**src/sv/psamp_ram.sv**
```systemverilog
// Generic single-write, single-read RAM with registered read data.
module psamp_ram #(
  parameter int WIDTH = 8,
  parameter int DEPTH = 16
) (
  input  logic                     clk,
  input  logic                     we,
  input  logic [$clog2(DEPTH)-1:0] waddr,
  input  logic [WIDTH-1:0]         wdata,
  input  logic [$clog2(DEPTH)-1:0] raddr,
  output logic [WIDTH-1:0]         rdata
);

  logic [WIDTH-1:0] mem [DEPTH];

  always_ff @(posedge clk) begin
    if (we) begin
      mem[waddr] <= wdata;
    end
    rdata <= mem[raddr];
  end

endmodule

```
**config.mk**
```make
export PLATFORM = sky130hd
export DESIGN_NAME = psamp_ram
export DESIGN_NICKNAME = d
export VERILOG_FILES = /design/src/sv/psamp_ram.sv
export SDC_FILE = /design/constraint.sdc
export NUM_CORES = 1
export LEC_CHECK = 0
export BUFFER_PORTS_ARGS = -buffer_cell sky130_fd_sc_hd__buf_2
export CAP_MARGIN = 20
export CORE_MARGIN = 3
export CORE_UTILIZATION = 55
export DETAILED_ROUTE_END_ITERATION = 6
export PLACE_DENSITY_LB_ADDON = 0.12
export SETUP_SLACK_MARGIN = 0.02
export SYNTH_ARGS = -nofsm -noshare
export SYNTH_HDL_FRONTEND = slang
export SYNTH_SLANG_ARGS = --single-unit
```
**constraint.sdc**
```tcl
create_clock -name clk -period 2.5 [get_ports clk]
set_clock_uncertainty 0.1 [all_clocks]
set_input_delay 0.125 -clock clk [delete_from_list [all_inputs] [get_ports clk]]
set_output_delay 0.125 -clock clk [all_outputs]
set_load 0.01 [all_outputs]
```
# After elaboration in Yosys (flattened, before gate mapping)
# Memories as Yosys holds them, arrays and structs flattened. A register that Yosys moved wholly into a read port is not among the register bits.
# Index checks and enable logic that the tools add are counted.
classes:
  addsub: 0
  n_eq_ne: 0
  shifts: 0
  n_div: 0
  mux: 2
  bitwise: 0
  n_lt_le_gt_ge: 0
  n_mul: 0
  n_reduce_logical: 0
op_table:
  columns: ["cell", "count"]
  rows:
  - ["2-to-1 mux 1 bit", 2]
totals:
  output_inout_bits: 8
  ramBits: 128
  rom_bits: 0
  latchBits: 0
  mem_count: 1
  reg_bits: 0
  word_cells: 3
mem_list:
  columns: ["memory", "depth", "width", "rd", "rd_clocked_by_memory_dff", "write_ports", "line", "source"]
  rows:
  - ["mem", 16, 8, 1, 1, 1, "14", "logic [WIDTH-1:0] mem [DEPTH];"]

# Depth between registers and ports, before layout
logic_depth:
  ltp_word: 2
  mapped_depth: 5
  depth_no_buf: 3

# Worst setup path before layout
# No wires, ideal clock.
synth_timing:
  kind: "input to register"
  from: "input waddr[2]"
  to: "memory mem[0][0], enable pin"
  arrival_ns: 1.235
  t_required_ns: 2.017
  stages: 2
  n_path_buf: 0
  slack_ns: 0.782
  path_cell_list: "or3b_2 -> nor3_1"
synth_rtl:
  columns: ["element", "line", "source"]
  rows:
  - ["from (decl)", "8", "input logic [$clog2(DEPTH)-1:0] waddr,"]
  - ["to (decl)", "14", null]
# No word-level cell before the write port.

==> impl_metrics.yaml <==
sta:
  tns_ps: 0
  tightest_slew_ps: 759
  drv_slew: 0
  rsz0062_at_grt: "false"
  hold_violations: 0
  post-route-period-util_pct: 59.5
  maxSlewHeadroom_pct: 49.2
  hold_ws_ps: 66.9
  fmax_ghz: 0.673
  setup_viol: 0
  fin_crit_ps: 1490
drt:
  route.detailed.drc: 0
  ant_nets: 0
  dr.first_iter.drc_count: 207
  via_count: 2395
  dr.pass1.iters: 4
  via_per_inst: 5.86
  routedWlPerCell_um: 22.5
  drt_wl_total_um: 9200
placed_design:
  gp_congestion: 0.801
  dp_hpwl_um: 6050
  port_buffers: 25
  placedCellCount: 369
logic_synthesis:
  netlist_area_um2: 5150
  syn_nets: 247
  synth_seq_cells: 136
  ys_seq_area_share_pct: 77.8
  syn_inst: 229
  synth_warnings: 0
  postSynthAreaPerCell_um2: 22.5
  ys_types: 19
global_route:
  grt_max_degree: 24
  grt_pass1_wl_um: 14200
  grt_busiest_layer: "met1"
  grt_usage_pct: 19.3
  met3_usage_pct: 5.14
  antenna_found_initial: 0
  grt_pass1_vias: 2436
  grt_use_met2_pct: 28.1
  grtUsageMet1_pct: 29.1
  overflow: 0
clock_tree:
  root_buffer: "clkbuf_8"
  cts-buffers-inserted: 17
  htree_levels: 4
  post-cts-setup-buffer-count: 0
  clockBufferDepth: 2
  cts_sinks: 136
  clk_latency_ps: 510
  cts.clk_slew.worst_paths_ps: 60
  cts_tree: "yes"
floorplanning:
  rows: 34
  initial_core_util_pct: 57.9
  die_w_um: 103
  die-area_um2: 10600
  io_pins: 26
  core_um2: 8890
  die_h_um: 103
hold_path:
  hold_start: "waddr[0]"
  hold_path_end: "mem[0][2]"
  hold_path_class: "input pin to flop"
  holdPathStages: 3
final_layout:
  ff_latch_area_um2: 4000
  multiInputGateArea_um2: 1060
  fill_cells: 571
  layout.cells.non_filler: 409
  final_common_cell: "edfxtp_1"
  antenna_cells: 0
  drive_gt1_share_pct: 30.9
  postLayoutCoreUtil_pct: 69.1
  layout_common_cells: "edfxtp_1 (128), buf_2 (25), mux4_2 (18)"
  nets: 306
  areaGrowthSynthToFinish_pct: 19.3
critical_path:
  cp_max_fo: 1
  ff2ff_path_depth: 3
  path_class: "flop to flop"
  rr_startpoint: "mem[9][3]"
  cp.arrival_ps: 1770
  end_kind: "flop"
  cp.required_ps: 2780
  reg2reg_to: "rdata[3]"
  ff2ff_setup_slack_ps: 1010
  start_kind: "flop"
run:
  cap_violations: 0
power:
  leakagePower_uw: 0.00210
  power_density_nw_per_um2: 858
  peakVddDrop_v: 0.000458
status:
  status: "complete, no violations"
[worst max-delay path, stage by stage, from the launching register on]
cell      delay [ps]
edfxtp_1         360
mux4_1           500
a22oi_1          310
nand2_1          100
[sequential cells by signal, indices dropped and copies added (netlist names)]
signal / count
mem: 128
rdata: 8
[layer usage]
metal | share of wire, % | vias up
li1 | - | 1091
met1 | 44 | 1214
met2 | 47 | 77
met3 | 7.1 | 13
met4 | 1.1 | 0
met5 | 0 | -
[final cells by class]
| cell class | instances | area share, % |
|---|---|---|
| clock inverters | 14 | 2.81 |
| clock buffers | 18 | 6.97 |
| repair buffers | 50 | 5.62 |
| multi-input cells | 83 | 17.2 |
| well taps | 108 | 2.20 |
| flip-flops and latches | 136 | 65.2 |
[per-stage QoR]
stage	total power, uW	worst slack, ps	instance area, um2
final	5270	1010	6140
after global routing	5430	967	6140
after CTS	5310	996	6140
after detailed placement	2850	568	5460
after global placement	2840	626	5460
after floorplan	2740	782	5150
[timing repair]
item	4_1_cts	5_1_grt
hold buffers	8	0
endpoints found under the hold margin	128	0
endpoints found under the setup margin	0	0
resized for setup	0	0
[worst max path at each step]
| stage | to | slack (ps) | start | cells after the start |
|---|---|---|---|---|
| floorplan | mem[0][0] | 780 | waddr[2] | 2 |
| detailed placement | rdata[2] | 570 | raddr[0] | 5 |
| CTS | rdata[2] | 1000 | mem[9][2] | 3 |
| finish | rdata[3] | 1010 | mem[9][3] | 3 |
| global route | rdata[2] | 970 | mem[9][2] | 3 |
| global placement | rdata[2] | 630 | raddr[0] | 5 |
[cells in the mapped netlist]
master	instances	area (um2)
mux4_2	18	405
and2b_1	1	7.51
nor2_1	13	48.8
clkdlybuf4s25_2	3	30.0
nand3b_1	2	15.0
edfxtp_1	128	3840
dfxtp_1	8	160
buf_2	3	15.0
buf_4	1	7.51
buf_6	3	33.8
nor3_1	4	20.0
or3b_2	1	8.76
nor2b_1	1	6.26
nand2b_1	2	12.5
and2_1	1	6.26
nand3_1	1	5.00
mux4_1	14	368
a22oi_1	16	120
nand2_1	9	33.8
[cells by family (layout without fill, tap and decap cells)]
logic type | count (synthesis) | count (layout) | synth area share (%)
AO/OA/AOI/OAI | 16 | 16 | 2.33
multiplexers | 32 | 32 | 15.0
AND/OR/NAND/NOR | 35 | 35 | 3.18
flip-flops | 136 | 136 | 77.8
buffers and inverters | 10 | 82 | 1.68
[power by group]
| group | internal, uW | switching, uW |
|---|---|---|
| Combinational | 108 | 133 |
| Sequential | 2550 | 13.4 |
| Clock | 1550 | 916 |
Power figures use the tool's default switching activity.
