<file path="config.mk">
export PLATFORM = sky130hd
export DESIGN_NAME = psamp_rem
export DESIGN_NICKNAME = d
export VERILOG_FILES = /design/src/sv/psamp_pkg.sv /design/src/sv/psamp_rem.sv
export SDC_FILE = /design/constraint.sdc
export NUM_CORES = 1
export LEC_CHECK = 0
export ABC_AREA = 1
export BUFFER_PORTS_ARGS = -buffer_cell sky130_fd_sc_hd__clkbuf_2
export CAP_MARGIN = 20
export CORE_AREA = 2 2 91 93
export DETAILED_ROUTE_END_ITERATION = 8
export DIE_AREA = 0 0 93 95
export MAX_ROUTING_LAYER = met4
export PLACE_DENSITY = 0.84
export SYNTH_ARGS = -nofsm -noshare
export SYNTH_HDL_FRONTEND = slang
export SYNTH_SLANG_ARGS = --single-unit
</file>
<file path="constraint.sdc">
create_clock -name clk -period 3.2 [get_ports clk]
set_input_delay 0.64 -clock clk [delete_from_list [all_inputs] [get_ports clk]]
set_output_delay 0.64 -clock clk [all_outputs]
set_load 0.02 [all_outputs]
</file>
<file path="src/sv/psamp_pkg.sv">
// Shared constants and types for the partial shuffle sampler.
package psamp_pkg;

  localparam int TABLE_DEPTH   = 1048576;
  localparam int VALUE_BITS    = 20;
  localparam int ADDR_BITS     = $clog2(TABLE_DEPTH);
  localparam int REG_BITS      = 20;
  localparam int RAND_BITS     = 32;
  localparam int RAND_CNT_BITS = $clog2(RAND_BITS);
  localparam int CFG_IDX_BITS  = 1;

  // Largest usable draw position: top table entry, clipped to register width
  localparam longint LIM_MAX_INT =
    ((TABLE_DEPTH - 1) < ((2 ** REG_BITS) - 1)) ? (TABLE_DEPTH - 1) : ((2 ** REG_BITS) - 1);
  localparam logic [REG_BITS-1:0] LIM_MAX = REG_BITS'(LIM_MAX_INT);

  localparam logic [REG_BITS-1:0] RANGE_MAX_RST    = REG_BITS'(1000000);
  localparam logic [REG_BITS-1:0] SAMPLE_COUNT_RST = REG_BITS'(10);

  localparam logic [CFG_IDX_BITS-1:0] CFG_RANGE_MAX    = CFG_IDX_BITS'(0);
  localparam logic [CFG_IDX_BITS-1:0] CFG_SAMPLE_COUNT = CFG_IDX_BITS'(1);

  localparam logic CMD_START = 1'b0;
  localparam logic CMD_DRAW  = 1'b1;

  typedef struct packed {
    logic                 start;
    logic [RAND_BITS-1:0] dividend;
    logic [REG_BITS-1:0]  divisor;
  } rem_req_t;

  typedef struct packed {
    logic                done;
    logic [REG_BITS-1:0] rem;
  } rem_rsp_t;

endpackage

</file>
<file path="src/sv/psamp_rem.sv">
// Bit-serial restoring remainder unit: one dividend bit per cycle.
module psamp_rem (
  input  logic                clk,
  input  logic                rst_n,
  input  psamp_pkg::rem_req_t req,
  output psamp_pkg::rem_rsp_t rsp
);

  logic                                active_r, active_nxt;
  logic                                done_r, done_nxt;
  logic [psamp_pkg::RAND_CNT_BITS-1:0] cnt_r, cnt_nxt;
  logic [psamp_pkg::RAND_BITS-1:0]     dvd_r, dvd_nxt;
  logic [psamp_pkg::REG_BITS-1:0]      dvs_r, dvs_nxt;
  logic [psamp_pkg::REG_BITS-1:0]      rem_r, rem_nxt;
  logic [psamp_pkg::REG_BITS:0]        trial;

  always_comb begin
    active_nxt = active_r;
    done_nxt   = 1'b0;
    cnt_nxt    = cnt_r;
    dvd_nxt    = dvd_r;
    dvs_nxt    = dvs_r;
    rem_nxt    = rem_r;
    trial      = {rem_r, dvd_r[psamp_pkg::RAND_BITS-1]};
    if (req.start) begin
      active_nxt = 1'b1;
      cnt_nxt    = '0;
      dvd_nxt    = req.dividend;
      dvs_nxt    = req.divisor;
      rem_nxt    = '0;
    end else if (active_r) begin
      // partial remainder stays below divisor, so trial < 2 * divisor
      if (trial >= {1'b0, dvs_r}) begin
        rem_nxt = psamp_pkg::REG_BITS'(trial - {1'b0, dvs_r});
      end else begin
        rem_nxt = trial[psamp_pkg::REG_BITS-1:0];
      end
      dvd_nxt = {dvd_r[psamp_pkg::RAND_BITS-2:0], 1'b0};
      cnt_nxt = cnt_r + 1'b1;
      if (cnt_r == psamp_pkg::RAND_CNT_BITS'(psamp_pkg::RAND_BITS - 1)) begin
        active_nxt = 1'b0;
        done_nxt   = 1'b1;
      end
    end
  end

  always_ff @(posedge clk) begin
    if (!rst_n) begin
      active_r <= 1'b0;
      done_r   <= 1'b0;
      cnt_r    <= '0;
    end else begin
      active_r <= active_nxt;
      done_r   <= done_nxt;
      cnt_r    <= cnt_nxt;
    end
    dvd_r <= dvd_nxt;
    dvs_r <= dvs_nxt;
    rem_r <= rem_nxt;
  end

  assign rsp.done = done_r;
  assign rsp.rem  = rem_r;

endmodule

</file>
-- Yosys cells after proc, flatten, opt, wreduce, memory -nomap -nowiden
Cells that the tools add are included.
- output and inout port bits: 21
- latch bits: 0
- ROM bits: 0
- memories: 0
- RAM bits: 0
- register bits: 79
- mux-type cells: 7
- bitwise gates (word level): 2
- $lt $le $gt $ge: 1
- div/mod/pow operators: 0
- shifts and indexed selects: 0
- multipliers: 0
- add/subtract/negate cells: 2
- equal/unequal tests: 1
- reduce and logical (&&, ||, !) cells: 3
- operator list (operator ; number):
    $mux 32 ; 2
    $ge 21x20->1 ; 1
    $mux 20 ; 1
    $sub 20x20->20 ; 1
    $add 5x1->5 const B ; 1
    $eq 5x5->1 const B ; 1
    $mux 1 ; 4
    $reduce_or 3->1 ; 1
    $not 1->1 ; 2
    $reduce_bool 2->1 ; 1
    $reduce_or 2->1 ; 1

-- Longest topological paths before layout
- word-level depth: 4
- mapped depth: 15
- depth with buffers taken out: 15

-- Worst setup path after synthesis
No wires, ideal clock.
- kind: input -> register
- start: in req[52] (netlist bit)
- end: reg dvd_r[0] (netlist bit), enable pin
- setup time: 0.393 ns
- required time: 2.807 ns
- stages: 3
- arrival time: 1.760 ns
- setup slack: 1.048 ns
- path through: clkbuf_1 nor2_1 inv_1
- word-level cells in the longest chain between the ends: 1
- ends and longest elaborated chain (what ; RTL line ; source):
    from (decl) ; psamp_rem.sv:5 ; input psamp_pkg::rem_req_t req,
    $reduce_bool 2->1 (no line) ; -- ;
    to (signal assigned) ; psamp_rem.sv:57 ; dvd_r <= dvd_nxt;
    to (decl) ; psamp_rem.sv:12 ; logic [psamp_pkg::RAND_BITS-1:0] dvd_r, dvd_nxt;
No other way between the ends.
A chain may end at the register's enable or synchronous reset.

-- Final worst setup path
- start: reg dvs_r[18] (netlist bit)
- end: reg rem_r[7] (netlist bit)
- word-level cells in the longest chain between the ends: 2
- ends and longest elaborated chain (what ; RTL line ; source):
    from (decl) ; psamp_rem.sv:13 ; logic [psamp_pkg::REG_BITS-1:0] dvs_r, dvs_nxt;
    from (signal assigned) ; psamp_rem.sv:58 ; dvs_r <= dvs_nxt;
    $ge 21x20->1 ; psamp_rem.sv:33 ; if (trial >= {1'b0, dvs_r}) begin
    $mux 20 ; psamp_rem.sv:33 ;
    to (signal assigned) ; psamp_rem.sv:59 ; rem_r <= rem_nxt;
    to (decl) ; psamp_rem.sv:14 ; logic [psamp_pkg::REG_BITS-1:0] rem_r, rem_nxt;
No other way between the ends.

==> metrics.txt <==
status=finished clean; Setup Slack @ Placement=0.940 ns; Pint=1.70 mW; antenna violations before repair=0; setup TNS=0 ns; Layout fillers=707; Tmin final=2.32 ns; largest family of logic cells by synthesized area=simple AND/OR/NAND/NOR gates; Die Y=95 um; largest net degree at the start of global routing=42; 1st-pass router iterations=5; proportion of synthesized area in mux cells=0%; Layout Nets=779; Post-synth EDFFs=52; Max-Cap Viols=0; flops & latches, synth=79; num rows=33; Post-DRT Antenna Nets=0; layout cells sized above 1=16.0%; Final period util=72.4%; Worst Setup End Kind=flop; placed insts=795; switch share=24.7%; count leader, synth=nand2_1; Worst Path Max Fanout=22; Cell variety after synth=35; Pleak=2.84 nW; combinational share of power=11.8%; Final setup viols=0; Peak Freq=432 MHz; core area=7930 sq um; sequential area share after synthesis=44.6%; Worst Hold Class=in -> reg; Max transition margin=39.1%; # hold bufs at CTS=0; Clock Path Buffers=2; clk root buf=clkbuf_8; xor-xnor portion of the synthesized cell area=1.49%; ys flop type=edfxtp_1; post-CTS setup buffers=0; clk_skew=0.0162 ns; dominant cells by area after synthesis=edfxtp_1 33%, nand2_1 21%, dfxtp_1 11%, inv_1 7.5%, ha_1 5.8%; area grow syn2layout=13.7%; crit-path max cell delay=0.56 ns; Seq pwr share=52.5%; Hold Path Stages=1; depth of the most critical reg-to-reg path=10; Synth top area share=33.1%; CTS Sinks=79; worst setup path category=reg -> reg; hpwl dp=7940 um; crit path launch type=flop; CP Depth=10; worst slew pin tran=0.913 ns; Crit path max-delay family=simple AND/OR/NAND/NOR gates; Top cell by count, worst path=nand2_1; drt via density=5.08; DP Area=5150 sq um; PortBufs=75; drt total wl=10,800 um; critical path required time=3.48 ns; top post-synthesis cells by count=259 x nand2_1, 94 x inv_1, 52 x edfxtp_1, 46 x nand3_1, 27 x dfxtp_1; worst hold margin=0.449 ns; DR DRC count=0; Non-Filler Instances=811; Finished Core Util=67.6%; Gate Count Post-Synth=627; Clk Latency, worst-skew pair=0.37 ns; Starting Density=59.5%; total gr overflow=0; post_cts resized=0; Net Sw Power=0.559 mW; number of synthesis warnings=0; cell area after synthesis=4720 sq um; total CTS buffers=9; first-pass GRT wire length=18,600 um; CP Data Arrival Time=2.60 ns; vias in the first global route=4,137; I/O pins=76; power consumption=2.26 mW; worst path bufs/invs=1; async set-or-reset flop fraction in the synthesized netlist=0%; routed len/inst=13.3 um; via count=4,118; post-synthesis compound-gate area fraction=3.82%; CTS H-tree depth=3; RePlAce Congestion=0.908; sequential cell area=2100 sq um; Synth Area in Adders=6.26%; Clk pwr share=35.7%; design area=5360 sq um; Slew Viols, Final=0; diode count=0; CP cell instances=inv_1, ha_1, a21oi_1, o21a_1, nand2_1, nor2_4, nand2_8, nand2_1, nand3_1, o21ai_1; multi-input logic area=2130 sq um; Worst VDD drop=0.317 mV; RSZ-0062 raised after global routing=false; Die Area=8840 sq um; Reg clk slew, reported paths=0.08 ns; Net Count, Synth=705; Avg Cell Area, Syn=7.52 sq um; largest area contributor in the netlist=edfxtp_1; total track usage=27.4%; Final Hold Viols=0; Crit-path slowest cell=nor2_4; CTS tree=yes; pwr dens=421 nW/um^2; die width=93 um; simple-gate area share of the yosys netlist=33.6%; PnR worst setup slack=0.884 ns; Starting DRT DRC Count=285
cells by family after synthesis:
logic type,count (synthesis)
compound gates,34
xor+xnor,8
fa+ha+maj,23
buf+inv,117
flops,79
simple gates,366
power groups by stage:
stage	Clock, mW	Combinational (mW)	Sequential [mW]
2_1_floorplan	0	0.173	1.20
3_3_place_gp	0	0.257	1.21
3_5_place_dp	0	0.264	1.21
4_1_cts	0.824	0.266	1.19
5_1_grt	0.859	0.305	1.19
6_report	0.808	0.266	1.19
layout by cell type, fill, tap and decap left out, types with 2 or more instances in the layout:
cell type,netlist,layout
a21oi_1,16,16
buf_4,1,4
bufinv_16,0,2
clkbuf_1,8,2
clkbuf_2,0,75
clkbuf_8,0,9
clkinv_1,2,2
dfxtp_1,27,27
edfxtp_1,52,52
ha_1,22,22
inv_1,94,94
inv_2,5,5
nand2_1,259,259
nand2_2,4,4
nand3_1,46,46
nand3b_1,12,12
nand4_1,4,4
nor2_1,25,25
nor2_4,4,4
nor3_1,5,5
o21ai_0,4,4
o21ai_1,10,10
xnor2_1,6,6
xor2_1,2,2
worst paths after layout:
kind	start	end	slack [ns]
setup / recovery	dvs_r[18]	rem_r[7]	0.88
hold / removal	req[16]	dvs_r[16]	0.45
setup reg to reg	dvs_r[18]	rem_r[7]	0.88
hold reg to reg	cnt_r[4]	cnt_r[4]	0.48
flip-flops by register name, indices dropped and copies added, names as in the netlist:
name,flops
active_r,1
done_r,1
cnt_r,5
rem_r,20
dvd_r,32
dvs_r,20
area by class of cell:
cell class	count	area share [%]
clock buffers	11	2.45
clock inverters	5	1.52
inverters	101	7.07
multi-input cells	431	39.8
flip-flops and latches	79	39.2
well taps	105	2.45
repair buffers	79	7.56
metal layers:
layer  routed length (um)  global-route usage, %
met2                 5300                   46.3
met3                  499                   4.31
met4                  150                   10.2
met5                    0                      -
met1                 4810                   33.4
No activity file was read; power rests on OpenSTA's default activity.
